==> config.mk <==
export PLATFORM = sky130hd
export DESIGN_NAME = slhp_sqrt_pipe
export DESIGN_NICKNAME = d
export VERILOG_FILES = /design/src/rtl/servo_leg_home_pose_defines.svh /design/src/rtl/slhp_sqrt_pipe.sv
export SDC_FILE = /design/constraint.sdc
export NUM_CORES = 1
export LEC_CHECK = 0
export ABC_CLOCK_PERIOD_IN_PS = 3190
export BUFFER_PORTS_ARGS = -buffer_cell sky130_fd_sc_hd__buf_2
export CORE_UTILIZATION = 48
export DETAILED_ROUTE_END_ITERATION = 6
export PLACE_DENSITY = 0.64
export SYNTH_ARGS = -nofsm -noshare
export SYNTH_HDL_FRONTEND = slang
export SYNTH_SLANG_ARGS = --single-unit
==> constraint.sdc <==
create_clock -name clk -period 3.19 [get_ports clk]
set_clock_uncertainty 0.1 [all_clocks]
set_input_delay 0.319 -clock clk [delete_from_list [all_inputs] [get_ports clk]]
set_output_delay 0.319 -clock clk [all_outputs]
set_load 0.05 [all_outputs]
==> src/rtl/servo_leg_home_pose_defines.svh <==
// Assertion helpers used by servo_leg_home_pose.
`ifndef SERVO_LEG_HOME_POSE_DEFINES_SVH
`define SERVO_LEG_HOME_POSE_DEFINES_SVH

// Same-cycle implication, disabled in reset.
`define SLHP_ASSERT_IMP(label, clk, rst_n, ante, cons) \
    label: assert property (@(posedge clk) disable iff (!rst_n) (ante) |-> (cons)) \
        else $error("slhp assertion failed");

// Next-cycle implication, disabled in reset.
`define SLHP_ASSERT_NXT(label, clk, rst_n, ante, cons) \
    label: assert property (@(posedge clk) disable iff (!rst_n) (ante) |=> (cons)) \
        else $error("slhp assertion failed");

`endif

==> src/rtl/slhp_sqrt_pipe.sv <==
`default_nettype none
module slhp_sqrt_pipe #(
    parameter int RAD_W  = 34,
    parameter int SIDE_W = 1
) (
    input  logic                 clk,
    input  logic                 rst_n,
    input  logic                 en,
    input  logic                 in_valid,
    input  logic [RAD_W-1:0]     in_rad,
    input  logic [SIDE_W-1:0]    in_side,
    output logic                 out_valid,
    output logic [RAD_W/2-1:0]   root,
    output logic [RAD_W/2:0]     rem,
    output logic [SIDE_W-1:0]    out_side
);
    localparam int ROOT_W = RAD_W / 2;

    logic [ROOT_W:0]   rem_reg  [1:ROOT_W];
    logic [ROOT_W-1:0] root_reg [1:ROOT_W];
    logic [RAD_W-1:0]  rad_reg  [1:ROOT_W];
    logic [SIDE_W-1:0] side_reg [1:ROOT_W];
    logic              vld_reg  [1:ROOT_W];

    // One result bit per stage, two radicand bits consumed per stage
    for (genvar k = 0; k < ROOT_W; k++) begin : g_stg
        logic [ROOT_W:0]   rem_i;
        logic [ROOT_W-1:0] root_i;
        logic [RAD_W-1:0]  rad_i;
        logic [SIDE_W-1:0] side_i;
        logic              vld_i;
        logic [ROOT_W+2:0] rem_t;
        logic [ROOT_W+2:0] trial;

        if (k == 0) begin : g_first
            assign rem_i  = '0;
            assign root_i = '0;
            assign rad_i  = in_rad;
            assign side_i = in_side;
            assign vld_i  = in_valid;
        end
        else begin : g_next
            assign rem_i  = rem_reg[k];
            assign root_i = root_reg[k];
            assign rad_i  = rad_reg[k];
            assign side_i = side_reg[k];
            assign vld_i  = vld_reg[k];
        end

        assign rem_t = {rem_i, rad_i[RAD_W-1 -: 2]};
        assign trial = {1'b0, root_i, 2'b01};

        always_ff @(posedge clk)
        begin
            if (en)
            begin
                if (rem_t >= trial)
                begin
                    rem_reg[k+1]  <= (ROOT_W+1)'(rem_t - trial);
                    root_reg[k+1] <= {root_i[ROOT_W-2:0], 1'b1};
                end
                else
                begin
                    rem_reg[k+1]  <= rem_t[ROOT_W:0];
                    root_reg[k+1] <= {root_i[ROOT_W-2:0], 1'b0};
                end
                rad_reg[k+1]  <= rad_i << 2;
                side_reg[k+1] <= side_i;
            end
        end

        always_ff @(posedge clk or negedge rst_n)
        begin
            if (!rst_n)
                vld_reg[k+1] <= 1'b0;
            else if (en)
                vld_reg[k+1] <= vld_i;
        end
    end

    assign out_valid = vld_reg[ROOT_W];
    assign root      = root_reg[ROOT_W];
    assign rem       = rem_reg[ROOT_W];
    assign out_side  = side_reg[ROOT_W];

endmodule
`default_nettype wire

Yosys cells after proc, flatten, opt, wreduce, memory -nomap -nowiden
Memory sizes are Yosys's and may differ from the RTL's. Cells that the tools add are included.

Register bits after elaboration: 17. Memory bits (writable): 1156. Input bits: 39. Output and inout bits: 37. Word-level logic and storage cells: 227. Memories: 4.

Memories: rad_reg (depth 17, bits a word 32, read ports 16, clocked after memory_dff 0, wr ports 17, line slhp_sqrt_pipe.sv:21) `logic [RAD_W-1:0] rad_reg [1:ROOT_W];`; rem_reg (depth 17, bits a word 18, read ports 17, clocked after memory_dff 0, wr ports 17, line slhp_sqrt_pipe.sv:19) `logic [ROOT_W:0] rem_reg [1:ROOT_W];`; root_reg (depth 17, bits a word 17, read ports 17, clocked after memory_dff 0, wr ports 17, line slhp_sqrt_pipe.sv:20) `logic [ROOT_W-1:0] root_reg [1:ROOT_W];`; side_reg (depth 17, bits a word 1, read ports 17, clocked after memory_dff 0, wr ports 17, line slhp_sqrt_pipe.sv:22) `logic [SIDE_W-1:0] side_reg [1:ROOT_W];`.

Add/sub/neg operators: 17. Order comparisons: 17. Muxes and demuxes: 138. Bitwise logic cells: 34.

Operators by type and width (number): $ge 20x19->1 (16); $mux 18 (17); $mux 17 (17); $sub 18x18->18 (16); $mux 1 (104); $or 1x1->1 (34); $sub 2x1->3 const B (1); $ge 2x1->1 const B (1).

Logic depth before layout (Yosys ltp)
An unclocked memory read counts as a cell.

Word-level depth: 6. Mapped depth: 12. Gate-level depth less buffers: 11.

Worst setup path before layout
No wires, ideal clock.

Path type: reg2reg. Start point: register, netlist name rem_reg[0][241]. End point: register, netlist name rem_reg[0][256]. Setup time: 0.260 ns. Data arrival time: 2.471 ns. Required time: 2.830 ns. Slack: 0.358 ns. Cell stages (with the launch flop): 10. Buffers on the path: 1. Clock period less this slack: 2.832 ns. Cell sequence: edfxtp_1 > ha_1 > a21o_1 > a21o_1 > a21o_1 > a211o_1 > o41a_1 > nand2b_1 > buf_6 > mux2_4.

==> impl_metrics.py <==
metrics = {
    "outcome": {
        "status": "complete, no violations",
    },
    "power": {
        "finalPower_uw": 25800,
        "irDropWorstVdd_mv": 0.583,
        "leakage_uw": 0.0151,
        "powerDensity_nw_per_um2": 665,
    },
    "cells_and_area": {
        "diodes": 0,
        "syn2layout_area_growth_pct": 13.3,
        "layout.cells.non_filler": 3736,
        "nets": 2947,
        "largest_register_ffs": 286,
        "drive_gt1_share_pct": 11.8,
    },
    "die": {
        "dieWidth_um": 269,
        "rows": 97,
        "die_h_um": 269,
        "core_sq_um": 70300,
        "die-area_sq_um": 72400,
        "initial_utilization_pct": 48.7,
        "pin_count": 76,
    },
    "clocking": {
        "clk_pin_slew_ns": 0.06,
        "root_buffer": "clkbuf_16",
        "cts_htree_levels": 3,
        "cts_sinks": 745,
        "cts_buffers": 78,
        "clk_latency_ns": 0.62,
        "cts_buffer_depth": 3,
        "cts_setup_buffers": 0,
        "cts_tree": "built",
    },
    "synthesis": {
        "yosysTopAreaCell": "edfxtp_1",
        "synthTopCellsByCount": "728 x edfxtp_1, 204 x inv_1, 174 x ha_1",
        "ys_seq_area_share_pct": 65.1,
        "ys_types": 81,
        "synth_area_per_cell_sq_um": 13.4,
        "synth_top_area_share_pct": 63.9,
        "syn_inst": 2552,
        "synth_seq_cells": 745,
        "ys_async_sr_fraction_pct": 2.28,
        "yosysMostFrequentCell": "edfxtp_1",
        "yosys-top-cells-area": "edfxtp_1 64%, ha_1 6.4%, xnor2_1 3.1%",
        "ys.flop_type": "edfxtp_1",
        "synth_edf_count": 728,
        "synth.net_count": 2765,
        "yosysWarnings": 0,
        "synthesis.area_sq_um": 34200,
    },
    "grt": {
        "grt_pass1_wl_um": 100000,
        "grt_max_degree": 128,
        "grt_pass1_vias": 19739,
        "antenna_found_initial": 1,
        "grt_overflow": 0,
        "global_route.usage.total_pct": 17.4,
    },
    "place": {
        "numPortBuffers": 75,
        "place_ws_ns": 0.105,
        "hpwl_um": 44300,
        "gp_congestion": 0.877,
        "dp_cells": 3556,
    },
    "drt": {
        "via_per_inst": 5.31,
        "drcViolationCount": 0,
        "vias": 19828,
        "drt_iter0_markers": 1375,
        "dr.pass1.iters": 5,
        "ant_nets": 0,
        "wl_per_cell_um": 16.7,
        "wl_um": 62400,
    },
    "worst_setup_path": {
        "crit_required_ns": 3.44,
        "critPathCaptureType": "flip-flop",
        "arrival_ns": 3.32,
        "cp_max_fo": 21,
        "path_class": "flip-flop to flip-flop",
        "worst_setup_path_start_kind": "flip-flop",
    },
    "hold_path": {
        "hp-class": "input port to async pin",
    },
    "sta": {
        "setup_viol": 0,
        "period_share_pct": 96.3,
        "worst_pin_slew_ns": 1.15,
        "layout_setup_ws_ns": 0.117,
        "fmax_mhz": 325,
        "final-max-slew-violation-count": 0,
        "fin_crit_ns": 3.07,
        "slew_headroom_pct": 23.1,
        "hold_violations": 0,
    },
    "flow_run": {
        "maxCapViolations": 0,
    },
}
[cells in the final DEF, fill, tap and decap left out, drive strengths merged, types with 6 or more instances in the layout]
cell type	n
edfxtp	728
inv	208
ha	174
nand2	164
nor2	138
a21oi	131
xnor2	122
buf	122
o21ai	120
clkbuf	104
xor2	94
nor3	76
a21o	62
mux2	57
nand3	39
dlygate4sd3	38
o21a	32
clkinv	30
nor2b	29
nand2b	28
nor4	25
nand4	24
or3	23
a211oi	17
dfrtp	17
o31ai	16
or2	16
and3	12
a31oi	11
or4	10
mux2i	9
o21bai	8
a211o	8
nor3b	8
nor4b	7
and2	7
nand4b	6
[stage by stage]
step	TNS, ns	hold slack [ns]	area, sq um	util, %
floorplan	0	-0.0766	34200	-
global placement	0	0.142	36000	51.2
detailed placement	0	0.151	36000	51.2
CTS	0	0.0229	38800	55.1
global route	-0.0103	0.0790	38800	55.2
finish	0	0.0540	38800	55.2
[logic make-up after synthesis]
group           synth area share (%)
mux                             2.19
simple gates                    9.20
buf+inv                         3.03
flops                           65.1
fa+ha+maj                       6.36
xor+xnor                        5.53
compound gates                  8.58
[final cells by class]
| cell class | instances | area (sq um) |
|---|---|---|
| flip-flops and latches | 745 | 22300 |
| clock buffers | 104 | 2080 |
| fillers | 5658 | 31500 |
| multi-input cells | 1544 | 11000 |
| inverters | 205 | 769 |
| well taps | 940 | 1180 |
| clock inverters | 38 | 337 |
| repair buffers | 160 | 1180 |
[power breakdown]
group	internal [uW]	switching, uW
registers	12200	651
logic	1890	2540
clock network	4800	3730
[metal layers]
layer / track usage [%] / routed length (um) / vias up
met5: 0 / 0 / -
met4: 6.28 / 1890 / 0
met3: 2.89 / 2510 / 134
met2: 30.0 / 31000 / 418
met1: 22.0 / 27000 / 9468
li1: - / - / 9808
[worst paths after layout]
path,cells after the start,end,from,slack [ns]
min in group clk,2,rad_reg[0][54],in_rad[22],0.30
worst max-delay path,9,rem_reg[0][257],rem_reg[0][241],0.12
worst min-delay path,2,g_stg[15].vld_i,rst_n,0.05
max in group asynchronous,2,g_stg[3].vld_i,rst_n,2.65
worst max register to register,9,rem_reg[0][257],rem_reg[0][241],0.12
worst min register to register,0,rad_reg[0][476],rad_reg[0][442],0.31
[what timing repair did]
| item | in CTS | in global routing |
|---|---|---|
| endpoints found under the setup margin | 0 | 28 |
| hold buffers | 38 | 0 |
| endpoints found under the hold margin | 60 | 0 |
| resized for setup | 0 | 8 |
[critical path, cell delays in order (launching register included)]
cell and delay, ns:
edfxtp_1 0.40, ha_1 0.33, a21o_1 0.19, a21o_1 0.18, a21o_1 0.20, a211o_1 0.34, o41a_1 0.36, nand2b_1 0.22
buf_12 0.19, mux2_4 0.29
Note: power is estimated with default switching activity, not from simulation.
